--- config.mk ---
export PLATFORM = sky130hd
export DESIGN_NAME = knn_topk_selector_unit
export DESIGN_NICKNAME = d
export VERILOG_FILES = /design/src/rtl/knn_pkg.sv /design/src/rtl/knn_topk_selector_unit.sv /design/src/rtl/knn_ram.sv /design/src/rtl/knn_sqacc.sv
export SDC_FILE = /design/constraint.sdc
export NUM_CORES = 1
export LEC_CHECK = 0
export BUFFER_PORTS_ARGS = -buffer_cell sky130_fd_sc_hd__buf_4
export CELL_PAD_IN_SITES_DETAIL_PLACEMENT = 0
export CELL_PAD_IN_SITES_GLOBAL_PLACEMENT = 1
export CORE_MARGIN = 3
export CORE_UTILIZATION = 53
export CTS_CLUSTER_DIAMETER = 60
export DETAILED_ROUTE_END_ITERATION = 10
export GPL_TIMING_DRIVEN = 0
export PLACE_DENSITY_LB_ADDON = 0.1
export SLEW_MARGIN = 5
export SYNTH_ARGS = -nofsm -noshare
export SYNTH_HDL_FRONTEND = slang
export SYNTH_HIERARCHICAL = 1
export SYNTH_SLANG_ARGS = --single-unit
--- constraint.sdc ---
create_clock -name clock -period 12.12 [get_ports clock]
set_input_delay 1.818 -clock clock [delete_from_list [all_inputs] [get_ports clock]]
set_output_delay 1.818 -clock clock [all_outputs]
set_load 0.03 [all_outputs]
--- src/rtl/knn_pkg.sv ---
// Shared constants, codes and types of the k-nearest-neighbour selector.
package knn_pkg;

   localparam int COORD_W        = 16;
   localparam int ID_W           = 16;
   localparam int DIST_W         = 36;
   localparam int SQ_W           = 32;
   localparam int OP_W           = 2;
   localparam int K_W            = 4;
   localparam int DEF_LIST_DEPTH = 8;

   localparam int REQ_DATA_W = 3 * COORD_W;
   localparam int RSP_DATA_W = ((ID_W + DIST_W + 7) / 8) * 8;

   localparam logic [K_W-1:0]    K_RESET  = K_W'(8);
   localparam logic [DIST_W-1:0] DIST_INF = '1;

   localparam logic [OP_W-1:0] OP_COORD = 2'd0;
   localparam logic [OP_W-1:0] OP_CLEAR = 2'd1;
   localparam logic [OP_W-1:0] OP_READ  = 2'd2;

   typedef struct packed {
      logic [DIST_W-1:0] sq_dist;
      logic [ID_W-1:0]   id;
   } entry_type;

   localparam int ENTRY_W = $bits(entry_type);

   typedef struct packed {
      logic load;
      logic square;
      logic accum;
      logic last;
      logic clear;
   } sqacc_ctrl_type;

endpackage

--- src/rtl/knn_topk_selector_unit.sv ---
// A coordinate beat is accepted, squared in the shared multiplier, then added into the
// saturating 36-bit sum. On the final coordinate of a point the sorted list, held in a
// RAM with one read and one write port, is walked from the worst entry upward, each entry
// read, then compared and shifted. A read-out beat emits k results (one for k = 0, at most
// LIST_DEPTH), worst entry first, stalling while a result waits on rsp_tready; a clear
// empties the list. The RAM read port sets the pace of both walks. Input is taken only between
// items; the last result beat may still wait on rsp_tready while the next item is taken.
module knn_topk_selector_unit #(
   parameter int LIST_DEPTH = knn_pkg::DEF_LIST_DEPTH
) (
   input  logic                              clock,
   input  logic                              reset,
   // tdata: point_coord[15:0], query_coord[31:16], point_id[47:32]
   input  logic [knn_pkg::REQ_DATA_W-1:0]    req_tdata,
   // tuser: op[1:0]
   input  logic [knn_pkg::OP_W-1:0]          req_tuser,
   input  logic                              req_tlast,
   input  logic                              req_tvalid,
   output logic                              req_tready,
   // tdata: entry_id[15:0], entry_dist[51:16], zero pad[55:52]
   output logic [knn_pkg::RSP_DATA_W-1:0]    rsp_tdata,
   // tuser: entry_valid[0]
   output logic                              rsp_tuser,
   output logic                              rsp_tlast,
   output logic                              rsp_tvalid,
   input  logic                              rsp_tready,
   input  logic                              csr_wr_en,
   input  logic [knn_pkg::K_W-1:0]           csr_wr_data
);
   import knn_pkg::*;

   localparam int IDX_W = (LIST_DEPTH > 1) ? $clog2(LIST_DEPTH) : 1;

   localparam logic [2:0] S_IDLE    = 3'd0;
   localparam logic [2:0] S_SQ      = 3'd1;
   localparam logic [2:0] S_ACC     = 3'd2;
   localparam logic [2:0] S_INS_RD  = 3'd3;
   localparam logic [2:0] S_INS_CMP = 3'd4;
   localparam logic [2:0] S_INS_WR  = 3'd5;
   localparam logic [2:0] S_RO_RD   = 3'd6;
   localparam logic [2:0] S_RO_LOAD = 3'd7;

   logic [2:0]            state_ff, state_in;
   logic [IDX_W-1:0]      pos_ff, pos_in;
   logic [IDX_W-1:0]      rp_ff, rp_in;
   logic                  first_ff, first_in;
   logic [ID_W-1:0]       id_ff, id_in;
   logic                  last_ff, last_in;
   logic [LIST_DEPTH-1:0] valid_ff, valid_in;
   logic [K_W-1:0]        k_ff, k_in;
   logic                  rsp_tvalid_ff, rsp_tvalid_in;
   logic                  rsp_tlast_ff, rsp_tlast_in;
   logic                  rsp_user_ff, rsp_user_in;
   entry_type             rsp_data_ff, rsp_data_in;
   logic [IDX_W-1:0]      rd_addr_ff;

   logic                  req_fire;
   logic [IDX_W-1:0]      k_last;
   sqacc_ctrl_type        sq_ctrl;
   logic [DIST_W-1:0]     cand_dist;
   logic                  ram_wr_en;
   logic [IDX_W-1:0]      ram_wr_addr;
   entry_type             ram_wr_data;
   logic                  ram_rd_en;
   logic [IDX_W-1:0]      ram_rd_addr;
   logic [ENTRY_W-1:0]    ram_rd_data;
   entry_type             ent_raw;
   entry_type             ent;
   logic                  ent_valid;

   assign req_fire = req_tvalid && req_tready;
   assign req_tready = (state_ff == S_IDLE);

   always_comb begin
      if (k_ff == '0) begin
         k_last = '0;
      end else if (int'(k_ff) > LIST_DEPTH) begin
         k_last = IDX_W'(LIST_DEPTH - 1);
      end else begin
         k_last = IDX_W'(k_ff - K_W'(1));
      end
   end

   knn_sqacc u_sqacc (
      .clock       (clock),
      .reset       (reset),
      .ctrl        (sq_ctrl),
      .point_coord (req_tdata[COORD_W-1:0]),
      .query_coord (req_tdata[2*COORD_W-1:COORD_W]),
      .sum_dist    (cand_dist)
   );

   knn_ram #(
      .WIDTH (ENTRY_W),
      .DEPTH (LIST_DEPTH),
      .AW    (IDX_W)
   ) u_list_ram (
      .clock   (clock),
      .wr_en   (ram_wr_en),
      .wr_addr (ram_wr_addr),
      .wr_data (ram_wr_data),
      .rd_en   (ram_rd_en),
      .rd_addr (ram_rd_addr),
      .rd_data (ram_rd_data)
   );

   // empty entries read as the cleared value
   always_comb begin
      ent_raw     = entry_type'(ram_rd_data);
      ent_valid   = valid_ff[rd_addr_ff];
      ent.sq_dist = ent_valid ? ent_raw.sq_dist : DIST_INF;
      ent.id      = ent_valid ? ent_raw.id : '0;
   end

   always_comb begin
      state_in      = state_ff;
      pos_in        = pos_ff;
      rp_in         = rp_ff;
      first_in      = first_ff;
      id_in         = id_ff;
      last_in       = last_ff;
      valid_in      = valid_ff;
      k_in          = csr_wr_en ? csr_wr_data : k_ff;
      rsp_tvalid_in = rsp_tvalid_ff && !rsp_tready;
      rsp_tlast_in  = rsp_tlast_ff;
      rsp_user_in   = rsp_user_ff;
      rsp_data_in   = rsp_data_ff;
      sq_ctrl       = '0;
      sq_ctrl.last  = last_ff;
      ram_wr_en     = 1'b0;
      ram_wr_addr   = pos_ff;
      ram_wr_data   = '{sq_dist: cand_dist, id: id_ff};
      ram_rd_en     = 1'b0;
      ram_rd_addr   = rp_ff;

      unique case (state_ff)
         S_IDLE: begin
            if (req_fire) begin
               case (req_tuser)
                  OP_COORD: begin
                     sq_ctrl.load = 1'b1;
                     id_in        = req_tdata[3*COORD_W-1:2*COORD_W];
                     last_in      = req_tlast;
                     state_in     = S_SQ;
                  end
                  OP_CLEAR: begin
                     sq_ctrl.clear = 1'b1;
                     valid_in      = '0;
                  end
                  OP_READ: begin
                     rp_in    = '0;
                     state_in = S_RO_RD;
                  end
                  default: ;
               endcase
            end
         end
         S_SQ: begin
            sq_ctrl.square = 1'b1;
            state_in       = S_ACC;
         end
         S_ACC: begin
            sq_ctrl.accum = 1'b1;
            pos_in        = '0;
            rp_in         = '0;
            first_in      = 1'b1;
            state_in      = last_ff ? S_INS_RD : S_IDLE;
         end
         S_INS_RD: begin
            ram_rd_en = 1'b1;
            state_in  = S_INS_CMP;
         end
         S_INS_CMP: begin
            if (first_ff) begin
               first_in = 1'b0;
               if (!(cand_dist < ent.sq_dist)) begin
                  state_in = S_IDLE;
               end else if (pos_ff == k_last) begin
                  state_in = S_INS_WR;
               end else begin
                  rp_in    = pos_ff + IDX_W'(1);
                  state_in = S_INS_RD;
               end
            end else if (ent.sq_dist >= cand_dist) begin
               // shift the entry that is no nearer than the candidate down one slot toward the worst end
               ram_wr_en        = 1'b1;
               ram_wr_data      = ent;
               valid_in[pos_ff] = ent_valid;
               pos_in           = rp_ff;
               if (rp_ff == k_last) begin
                  state_in = S_INS_WR;
               end else begin
                  rp_in    = rp_ff + IDX_W'(1);
                  state_in = S_INS_RD;
               end
            end else begin
               ram_wr_en        = 1'b1;
               valid_in[pos_ff] = 1'b1;
               state_in         = S_IDLE;
            end
         end
         S_INS_WR: begin
            ram_wr_en        = 1'b1;
            valid_in[pos_ff] = 1'b1;
            state_in         = S_IDLE;
         end
         S_RO_RD: begin
            ram_rd_en = 1'b1;
            state_in  = S_RO_LOAD;
         end
         S_RO_LOAD: begin
            if (!rsp_tvalid_ff || rsp_tready) begin
               rsp_tvalid_in = 1'b1;
               rsp_data_in   = ent;
               rsp_user_in   = ent_valid;
               rsp_tlast_in  = (rp_ff == k_last);
               if (rp_ff == k_last) begin
                  state_in = S_IDLE;
               end else begin
                  rp_in    = rp_ff + IDX_W'(1);
                  state_in = S_RO_RD;
               end
            end
         end
         default: state_in = S_IDLE;
      endcase
   end

   always_ff @(posedge clock) begin
      if (reset) begin
         state_ff      <= S_IDLE;
         valid_ff      <= '0;
         k_ff          <= K_RESET;
         rsp_tvalid_ff <= 1'b0;
         first_ff      <= 1'b0;
      end else begin
         state_ff      <= state_in;
         valid_ff      <= valid_in;
         k_ff          <= k_in;
         rsp_tvalid_ff <= rsp_tvalid_in;
         first_ff      <= first_in;
      end
   end

   always_ff @(posedge clock) begin
      pos_ff       <= pos_in;
      rp_ff        <= rp_in;
      id_ff        <= id_in;
      last_ff      <= last_in;
      rsp_tlast_ff <= rsp_tlast_in;
      rsp_user_ff  <= rsp_user_in;
      rsp_data_ff  <= rsp_data_in;
      if (ram_rd_en) begin
         rd_addr_ff <= ram_rd_addr;
      end
   end

   assign rsp_tvalid = rsp_tvalid_ff;
   assign rsp_tlast  = rsp_tlast_ff;
   assign rsp_tuser  = rsp_user_ff;
   assign rsp_tdata  = {{(RSP_DATA_W-ENTRY_W){1'b0}}, rsp_data_ff.sq_dist, rsp_data_ff.id};

   a_ro_in_range: assert property (@(posedge clock) disable iff (reset)
      (state_ff == S_RO_RD || state_ff == S_RO_LOAD) |-> rp_ff <= k_last)
      else $error("read-out index beyond active list");

   a_ins_in_range: assert property (@(posedge clock) disable iff (reset)
      (state_ff == S_INS_CMP || state_ff == S_INS_WR) |-> pos_ff <= k_last)
      else $error("insertion slot beyond active list");

   a_cmp_after_rd: assert property (@(posedge clock) disable iff (reset)
      (state_ff == S_INS_CMP) |-> $past(state_ff) == S_INS_RD)
      else $error("compare without a preceding list read");

   a_clear_empties: assert property (@(posedge clock) disable iff (reset)
      (req_fire && req_tuser == OP_CLEAR) |=> valid_ff == '0)
      else $error("clear left entries valid");

endmodule

--- src/rtl/knn_ram.sv ---
// Generic single-port-write, registered-read RAM.
module knn_ram #(
   parameter int WIDTH = 8,
   parameter int DEPTH = 8,
   parameter int AW    = (DEPTH > 1) ? $clog2(DEPTH) : 1
) (
   input  logic             clock,
   input  logic             wr_en,
   input  logic [AW-1:0]    wr_addr,
   input  logic [WIDTH-1:0] wr_data,
   input  logic             rd_en,
   input  logic [AW-1:0]    rd_addr,
   output logic [WIDTH-1:0] rd_data
);

   logic [WIDTH-1:0] mem [DEPTH];
   logic [WIDTH-1:0] rd_data_ff;

   always_ff @(posedge clock) begin
      if (wr_en) begin
         mem[wr_addr] <= wr_data;
      end
      if (rd_en) begin
         rd_data_ff <= mem[rd_addr];
      end
   end

   assign rd_data = rd_data_ff;

endmodule

--- src/rtl/knn_sqacc.sv ---
// Shared square-and-accumulate unit with saturating squared-distance sum.
module knn_sqacc (
   input  logic                                clock,
   input  logic                                reset,
   input  knn_pkg::sqacc_ctrl_type             ctrl,
   input  logic signed [knn_pkg::COORD_W-1:0]  point_coord,
   input  logic signed [knn_pkg::COORD_W-1:0]  query_coord,
   output logic [knn_pkg::DIST_W-1:0]          sum_dist
);
   import knn_pkg::*;

   logic signed [COORD_W-1:0] pc_ff;
   logic signed [COORD_W-1:0] qc_ff;
   logic signed [COORD_W:0]   diff;
   logic [COORD_W:0]          mag;
   logic [2*COORD_W+1:0]      prod;
   logic [SQ_W-1:0]           sq_ff;
   logic [DIST_W:0]           sum_wide;
   logic [DIST_W-1:0]         sum_sat;
   logic [DIST_W-1:0]         sum_ff;
   logic [DIST_W-1:0]         sum_in;
   logic [DIST_W-1:0]         dist_ff;

   always_comb begin
      diff     = {pc_ff[COORD_W-1], pc_ff} - {qc_ff[COORD_W-1], qc_ff};
      mag      = diff[COORD_W] ? (~diff + 1'b1) : diff;
      prod     = {{(COORD_W+1){1'b0}}, mag} * {{(COORD_W+1){1'b0}}, mag};
      sum_wide = {1'b0, sum_ff} + {{(DIST_W+1-SQ_W){1'b0}}, sq_ff};
      sum_sat  = sum_wide[DIST_W] ? DIST_INF : sum_wide[DIST_W-1:0];
      sum_in   = sum_ff;
      if (ctrl.clear) begin
         sum_in = '0;
      end else if (ctrl.accum) begin
         sum_in = ctrl.last ? '0 : sum_sat;
      end
   end

   always_ff @(posedge clock) begin
      if (reset) begin
         sum_ff <= '0;
      end else begin
         sum_ff <= sum_in;
      end
   end

   always_ff @(posedge clock) begin
      if (ctrl.load) begin
         pc_ff <= point_coord;
         qc_ff <= query_coord;
      end
      if (ctrl.square) begin
         sq_ff <= prod[SQ_W-1:0];
      end
      if (ctrl.accum && ctrl.last) begin
         dist_ff <= sum_sat;
      end
   end

   assign sum_dist = dist_ff;

endmodule

Yosys cells after proc, flatten, opt, wreduce, memory -nomap -nowiden
Memories as Yosys holds them, arrays and structs flattened. A register that Yosys moved wholly into a read port is not among the register bits.
Index checks and enable logic that the tools add are counted.
Word-level totals
  bits in writable memories: 416
  input port bits: 60
  memories kept: 1
  output and inout bits: 60
  word-level logic and storage cells: 136
  register bits after elaboration: 233
Memory list
  u_list_ram.mem: depth 8, width 52, rd ports 1, clocked after Yosys merged registers in 1, wr ports 1, RTL line knn_ram.sv:16  | logic [WIDTH-1:0] mem [DEPTH];
Cells by class
  reduce and logical (&&, ||, !) cells: 21
  multipliers: 1
  mux-type cells: 59
  magnitude comparators: 6
  add/subtract/negate cells: 6
  eq/ne operators: 21
  bitwise operators: 2
Operators with widths (number)
  $mux 52: 3
  $mux 36: 3
  $mux 3: 20
  $add 36x32->37: 1
  $ge 36x36->1: 1
  $lt 36x36->1: 1
  $mul 17x17->32: 1
  $mux 8: 4
  $pmux 3 s8: 1
  $pmux 8 s3: 1
  $add 17x1->17 const B: 1
  $mux 17: 1
  $not 17->17: 1
  $sub 16x16->17: 1
  $mux 1: 16
  $mux 16: 1
  $eq 3x3->1 const B: 4
  $pmux 3 s2: 2
  $pmux 3 s4: 1
  $ne 3x3->1 const B: 3
  $reduce_and 3->1: 3
  $bwmux 8: 1
  $lt 3x4->1 const B: 2
  $or 8x8->8: 1
  other kinds (29): 42

Longest topological paths before layout
Gate-level depths: netlist of run 1.
  depth after elaboration: 8
  gate-level depth with buffers: 38
  gate-level depth less buffers: 36

Cells and area by module
The synthesis of run 1 kept the hierarchy.
Modules (own cells, without submodules)
  knn_ram: cells each 667, times used 1, area an instance 17261.6 um^2, seq. area each 14053.5 um^2
  knn_sqacc: cells each 1584, times used 1, area an instance 15255.9 um^2, seq. area each 3693.5 um^2
  knn_topk_selector_unit: cells each 569, times used 1, area an instance 5766.8 um^2, seq. area each 2742.6 um^2

Least setup slack after synthesis of run 1
No wires, ideal clock.
  kind: flip-flop to flip-flop
  from: register u_sqacc.pc_ff[0]
  to: register u_sqacc.sq_ff[31], data pin
  slack: 2638 ps
  setup time: 268 ps
  period minus slack after synthesis: 9482 ps
  path buffers: 2
  data required time: 11852 ps
  cell stages (with the launch flop): 35
  arrival: 9215 ps
  path through: edfxtp_1 inv_1 ha_1 inv_1 fa_1 a211oi_1 nor2_1 xor2_1 a2111oi_4 nand3b_2 or3_1 buf_2 or3_4 or4b_1 buf_6 nor2_1 fa_1 fa_1 fa_1 fa_1 fa_1 inv_1 fa_1 inv_1 ha_1 a21o_1 a21o_1 a21o_1 nand2_1 inv_1 a41o_1 o41ai_1 a21oi_1 a31oi_1 xnor3_1
On the way
  longest elaborated chain between the ends: 5
RTL lines
  from (decl): RTL line knn_sqacc.sv:12  | logic signed [COORD_W-1:0] pc_ff;
  from (signal assigned): RTL line knn_sqacc.sv:48  | pc_ff <= point_coord;
  $sub 16x16->17 *: RTL line knn_sqacc.sv:25  | diff = {pc_ff[COORD_W-1], pc_ff} - {qc_ff[COORD_W-1], qc_ff};
  $not 17->17: RTL line knn_sqacc.sv:26  | mag = diff[COORD_W] ? (~diff + 1'b1) : diff;
  $add 17x1->17: RTL line knn_sqacc.sv:26
  $mux 17 *: RTL line knn_sqacc.sv:26
  $mul 17x17->32 *: RTL line knn_sqacc.sv:27  | prod = {{(COORD_W+1){1'b0}}, mag} * {{(COORD_W+1){1'b0}}, mag};
  named net u_sqacc.prod[31]: RTL line knn_sqacc.sv:16  | logic [2*COORD_W+1:0] prod;
  to (signal assigned): RTL line knn_sqacc.sv:52  | sq_ff <= prod[SQ_W-1:0];
  to (decl): RTL line knn_sqacc.sv:17  | logic [SQ_W-1:0] sq_ff;
The timed path passes the listed nets; every way through them passes the cells marked *.
A chain may end at the register's enable or synchronous reset.

Worst setup path after layout of run 1
Ends and elaborated chain as after synthesis.

==> flow_summary.json, run 1 <==
{
  "status": "completed",
  "fillCellCount": 5435,
  "wl_mm": 86.8,
  "fmax_ghz": 0.0890,
  "post-route-period-util_pct": 92.7,
  "grt_pass1_wl_mm": 137,
  "rsz0062_at_grt": "no",
  "multi_input_area_sq_um": 16100,
  "critPathBufInv": 7,
  "worstSetupPathType": "flop to flop",
  "r2r-start": "u_sqacc/pc_ff[0]",
  "cts_tree": "done",
  "cts_root_buf": "clkbuf_16",
  "endpoint": "u_sqacc/sq_ff[31]",
  "detail-route-antenna-nets": 0,
  "hold_viol": 0,
  "final_common_cell": "edfxtp_1",
  "start_util_pct": 54.1,
  "max_stage_delay_ps": 940,
  "ys_seq_area_share_pct": 53.5,
  "cp.depth": 35,
  "cts_made_buffers": 76,
  "max_cap_viol_count": 0,
  "cts_buffer_depth": 3,
  "finClkSkew_ps": 41.0,
  "preCtsSetupSlack_ps": 764,
  "final_cell_mix": "647 x edfxtp_1, 349 x inv_1, 193 x fa_1",
  "crit_start": "u_sqacc/pc_ff[0]",
  "avgSynthCellArea_sq_um": 13.6,
  "drtPass1Iterations": 5,
  "grt_usage_pct": 23.8,
  "cp-start-kind": "flop",
  "reg2reg_slack_ps": 880,
  "setup_ws_ps": 883,
  "wl_per_cell_um": 21.4,
  "clkLatencyLatePin_ps": 640,
  "cp_slowest_cell": "xor2_1",
  "placed_cell_area_sq_um": 40900,
  "crit_fanout": 10,
  "worst_path_most_repeated_cell": "fa_1",
  "post_cts_buffers": 0,
  "synth_area_sq_um": 38300,
  "antenna_found_initial": 1,
  "portBuffers": 114,
  "overflow": 0,
  "required_ps": 12450,
  "rows": 97,
  "yosys_warnings": 6,
  "setup_tns_ps": 0,
  "synthSimpleGateAreaFrac_pct": 7.85,
  "synthAdderAreaFrac_pct": 16.2,
  "grt_pass1_vias": 24000,
  "synth_top_family_by_area": "adder cells",
  "core_area_sq_um": 70800,
  "layout-drive-gt1-share_pct": 16.0,
  "yosysUniqueCellTypes": 90,
  "holdCritPathClass": "flop to flop",
  "dieArea_sq_um": 75500,
  "cts_resized": 0,
  "ys.flop_type": "edfxtp_1",
  "synth-edff-count": 647,
  "async_flop_share_pct": 0,
  "drv_slew": 0,
  "endpoint_kind": "flop",
  "syn_inst": 2820,
  "route.vias.total": 22700,
  "die_w_um": 275,
  "place_congestion": 0.910,
  "critPathArrivalTime_ps": 11560,
  "synth_seq_cells": 700,
  "slew_headroom_pct": 6.30,
  "drc_errors": 0,
  "cts.sinks": 700,
  "cp_top_family": "adder cells",
  "reg2reg_depth": 35,
  "area_delta_synth_final_pct": 13.3,
  "diodes": 0,
  "path_clk_slew_ps": 60,
  "die_h_um": 275,
  "ctsHoldBuffers": 0,
  "synth_xor_area_share_pct": 2.03,
  "setup-violations-final": 0,
  "drt_iter0_drc": 1594,
  "final_area_sq_um": 43400,
  "synthMuxAreaShare_pct": 8.53,
  "ff_latch_area_sq_um": 20500,
  "synth_compound_area_share_pct": 6.99,
  "num_io_pins": 120,
  "via_per_inst": 5.60,
  "worst_pin_slew_ps": 1400,
  "h-tree-depth": 3,
  "reg2reg_to": "u_sqacc/sq_ff[31]",
  "grt_max_degree": 43,
  "fin_nets": 3493,
  "fin_crit_ps": 11240,
  "place_hpwl_mm": 64.2
}
[worst min-delay path by stage]
| stage | from | depth (start not counted) | slack (ps) | to |
|---|---|---|---|---|
| floorplan | u_sqacc/sum_ff[2] | 2 | 450 | u_sqacc/sum_ff[2] |
| finish | u_sqacc/sum_ff[30] | 2 | 480 | u_sqacc/sum_ff[30] |
| global placement | u_sqacc/sum_ff[5] | 2 | 460 | u_sqacc/sum_ff[5] |
| CTS | u_sqacc/sum_ff[30] | 2 | 480 | u_sqacc/sum_ff[30] |
| detailed placement | u_sqacc/sum_ff[30] | 2 | 480 | u_sqacc/sum_ff[30] |
| global route | u_sqacc/sum_ff[0] | 2 | 500 | u_sqacc/sum_ff[0] |
[final cells by class]
| type | instances | share of cell area [%] |
|---|---|---|
| multi-input cells | 1674 | 37.0 |
| flip-flops and latches | 700 | 47.2 |
| clock inverters | 44 | 1.10 |
| well taps | 940 | 2.71 |
| clock buffers | 94 | 4.56 |
| plain buffers | 104 | 1.22 |
| repair buffers | 145 | 3.10 |
| inverters | 354 | 3.06 |
[stage by stage]
stage               utilization [%]  instances  hold WS, ps
CTS                            61.3       4055          484
finish                         61.3       4055          475
floorplan                         -       2832          449
global route                   61.3       4055          500
detailed placement             57.8       3917          475
global placement               57.0       3886          459
[tightest hold or removal path, stage by stage, from the launching register on]
cell and delay (ps):
dfxtp_1 310, nand2b_1 60, a21oi_1 50
[registers in the layout (all words and copies together) (netlist names), 31 cells and up]
| signal | count |
|---|---|
| u_list_ram/mem | 416 |
| u_sqacc/sum_dist | 36 |
| u_sqacc/sum_ff | 36 |
| u_list_ram/rd_data | 52 |
| u_sqacc/sq_ff | 31 |
| rsp_tdata | 52 |
[Yosys cell counts (20+ instances only)]
master	instances	area [sq um]
ha_1	185	2310
nand2b_1	78	488
o21ai_0	63	315
nor2_1	176	661
a21oi_1	143	716
inv_1	349	1310
a21o_1	32	240
nor3_1	29	145
edfxtp_1	647	19400
xnor2_1	59	517
mux2_2	54	608
nand3_1	30	150
nand2_1	132	495
o31ai_1	20	150
fa_1	193	3860
and2_1	28	175
nor2b_1	36	225
dfxtp_1	53	1060
xor2_1	27	236
clkbuf_1	69	259
mux4_2	103	2320
[cells by family after synthesis]
family                     count (synthesis)
AOI/OAI and AO/OA                        411
xor gates and xnor gates                  87
adders and majority gates                380
buffers and inverters                    458
DFF                                      700
muxes                                    184
other                                      3
and+or+nand+nor                          597
[per-layer routing]
metal  GRT usage, %  vias to the layer above  share of wire, %
li1               -                    10600                 -
met1           31.0                    11400                41
met2           41.5                      588                51
met3           2.79                      140               4.7
met4           8.27                        0               3.4
met5              0                        -                 0
Power of run 1 is left out: the tool's default activity adds up to more than one toggle a clock period on the data nets, which glitch-free logic cannot reach.
==> inputs of run 2 (changes only) <==
Settings changed: GPL_TIMING_DRIVEN 0 to 1.
==> flow_summary.json, run 2 (synthesis results as in run 1) <==
{
  "portBuffers": 115,
  "cts_root_buf": "clkbuf_16",
  "grt_max_degree": 97,
  "finClkSkew_ps": 30.6,
  "wl_per_cell_um": 20.9,
  "ctsHoldBuffers": 0,
  "required_ps": 12470,
  "rsz0062_at_grt": "no",
  "final_area_sq_um": 42800,
  "core_area_sq_um": 70800,
  "slew_headroom_pct": 21.1,
  "setup_tns_ps": 0,
  "drv_slew": 0,
  "fin_crit_ps": 10330,
  "area_delta_synth_final_pct": 11.7,
  "layout-drive-gt1-share_pct": 15.9,
  "endpoint_kind": "flop",
  "rows": 97,
  "drc_errors": 0,
  "fin_nets": 3402,
  "largest_reg_flops": 416,
  "max_cap_viol_count": 0,
  "post-route-period-util_pct": 85.2,
  "worst_path_most_repeated_cell": "fa_1",
  "clkLatencyLatePin_ps": 630,
  "dieArea_sq_um": 75500,
  "via_per_inst": 5.66,
  "hold_viol": 0,
  "start_util_pct": 54.1,
  "fmax_ghz": 0.0968,
  "cts_made_buffers": 77,
  "detail-route-antenna-nets": 0,
  "grt_usage_pct": 22.8,
  "place_congestion": 0.869,
  "holdCritPathClass": "flop to flop",
  "num_io_pins": 120,
  "place_hpwl_mm": 54.8,
  "final_cell_mix": "647 x edfxtp_1, 348 x inv_1, 193 x fa_1",
  "die_h_um": 275,
  "drt_iter0_drc": 1658,
  "worst_pin_slew_ps": 1150,
  "wl_mm": 82.9,
  "setup_ws_ps": 1790,
  "preCtsSetupSlack_ps": 1780,
  "grt_pass1_wl_mm": 133,
  "route.vias.total": 22500,
  "cts_buffer_depth": 3,
  "antenna_found_initial": 0,
  "die_w_um": 275,
  "max_stage_delay_ps": 800,
  "placed_cell_area_sq_um": 40300,
  "grt_pass1_vias": 23700,
  "cts_resized": 0,
  "regMostFlops": "u_list_ram/mem",
  "post_cts_buffers": 0,
  "overflow": 0,
  "drtPass1Iterations": 5,
  "path_clk_slew_ps": 50,
  "diodes": 0,
  "cts_tree": "done",
  "hold_slack_ps": 472,
  "final_common_cell": "edfxtp_1",
  "setup-violations-final": 0,
  "cp_slowest_cell": "xor2_2",
  "cp-start-kind": "flop",
  "crit_fanout": 19,
  "critPathArrivalTime_ps": 10680,
  "worstSetupPathType": "flop to flop",
  "h-tree-depth": 3,
  "cts.sinks": 700,
  "status": "completed"
}
## run 2: per-layer routing
| metal | track usage (%) | up-vias | share of wire [%] |
|---|---|---|---|
| li1 | - | 10400 | - |
| met1 | 30.5 | 11400 | 43 |
| met2 | 39.3 | 554 | 50 |
| met3 | 3.04 | 134 | 4.9 |
| met4 | 6.20 | 0 | 2.3 |
| met5 | 0 | - | 0 |
## run 2: layout make-up
type / instances / area [sq um]
multi-input cells: 1674 / 16100
clock inverters: 41 / 463
clock buffers: 98 / 2060
flip-flops and latches: 700 / 20500
well taps: 940 / 1180
repair buffers: 157 / 1190
inverters: 354 / 1330
fillers: 5515 / 28000
## run 2: final timing paths
kind | from | to | slack [ps] | cells past startpoint
setup / recovery | u_sqacc/pc_ff[0] | u_sqacc/sq_ff[31] | 1790 | 34
hold / removal | u_sqacc/sum_ff[0] | u_sqacc/sum_ff[0] | 470 | 2
setup reg to reg | u_sqacc/pc_ff[0] | u_sqacc/sq_ff[31] | 1790 | 34
hold reg to reg | u_sqacc/sum_ff[0] | u_sqacc/sum_ff[0] | 470 | 2
## run 2: worst max-delay path: cells and delay by family (launching register included)
family	cells	cell delay [ps]
compound gates	9	2500
xor+xnor	3	1430
fa+ha+maj	9	4070
buf+inv	6	330
flops	1	350
simple gates	7	1370
## run 2: metrics by stage
stage / instances / util [%]
global placement: 3825 / 56.9
global route: 3964 / 60.5
CTS: 3964 / 60.5
finish: 3964 / 60.5
floorplan: 2832 / -
detailed placement: 3825 / 56.9
Power of run 2 is left out for the same reason.
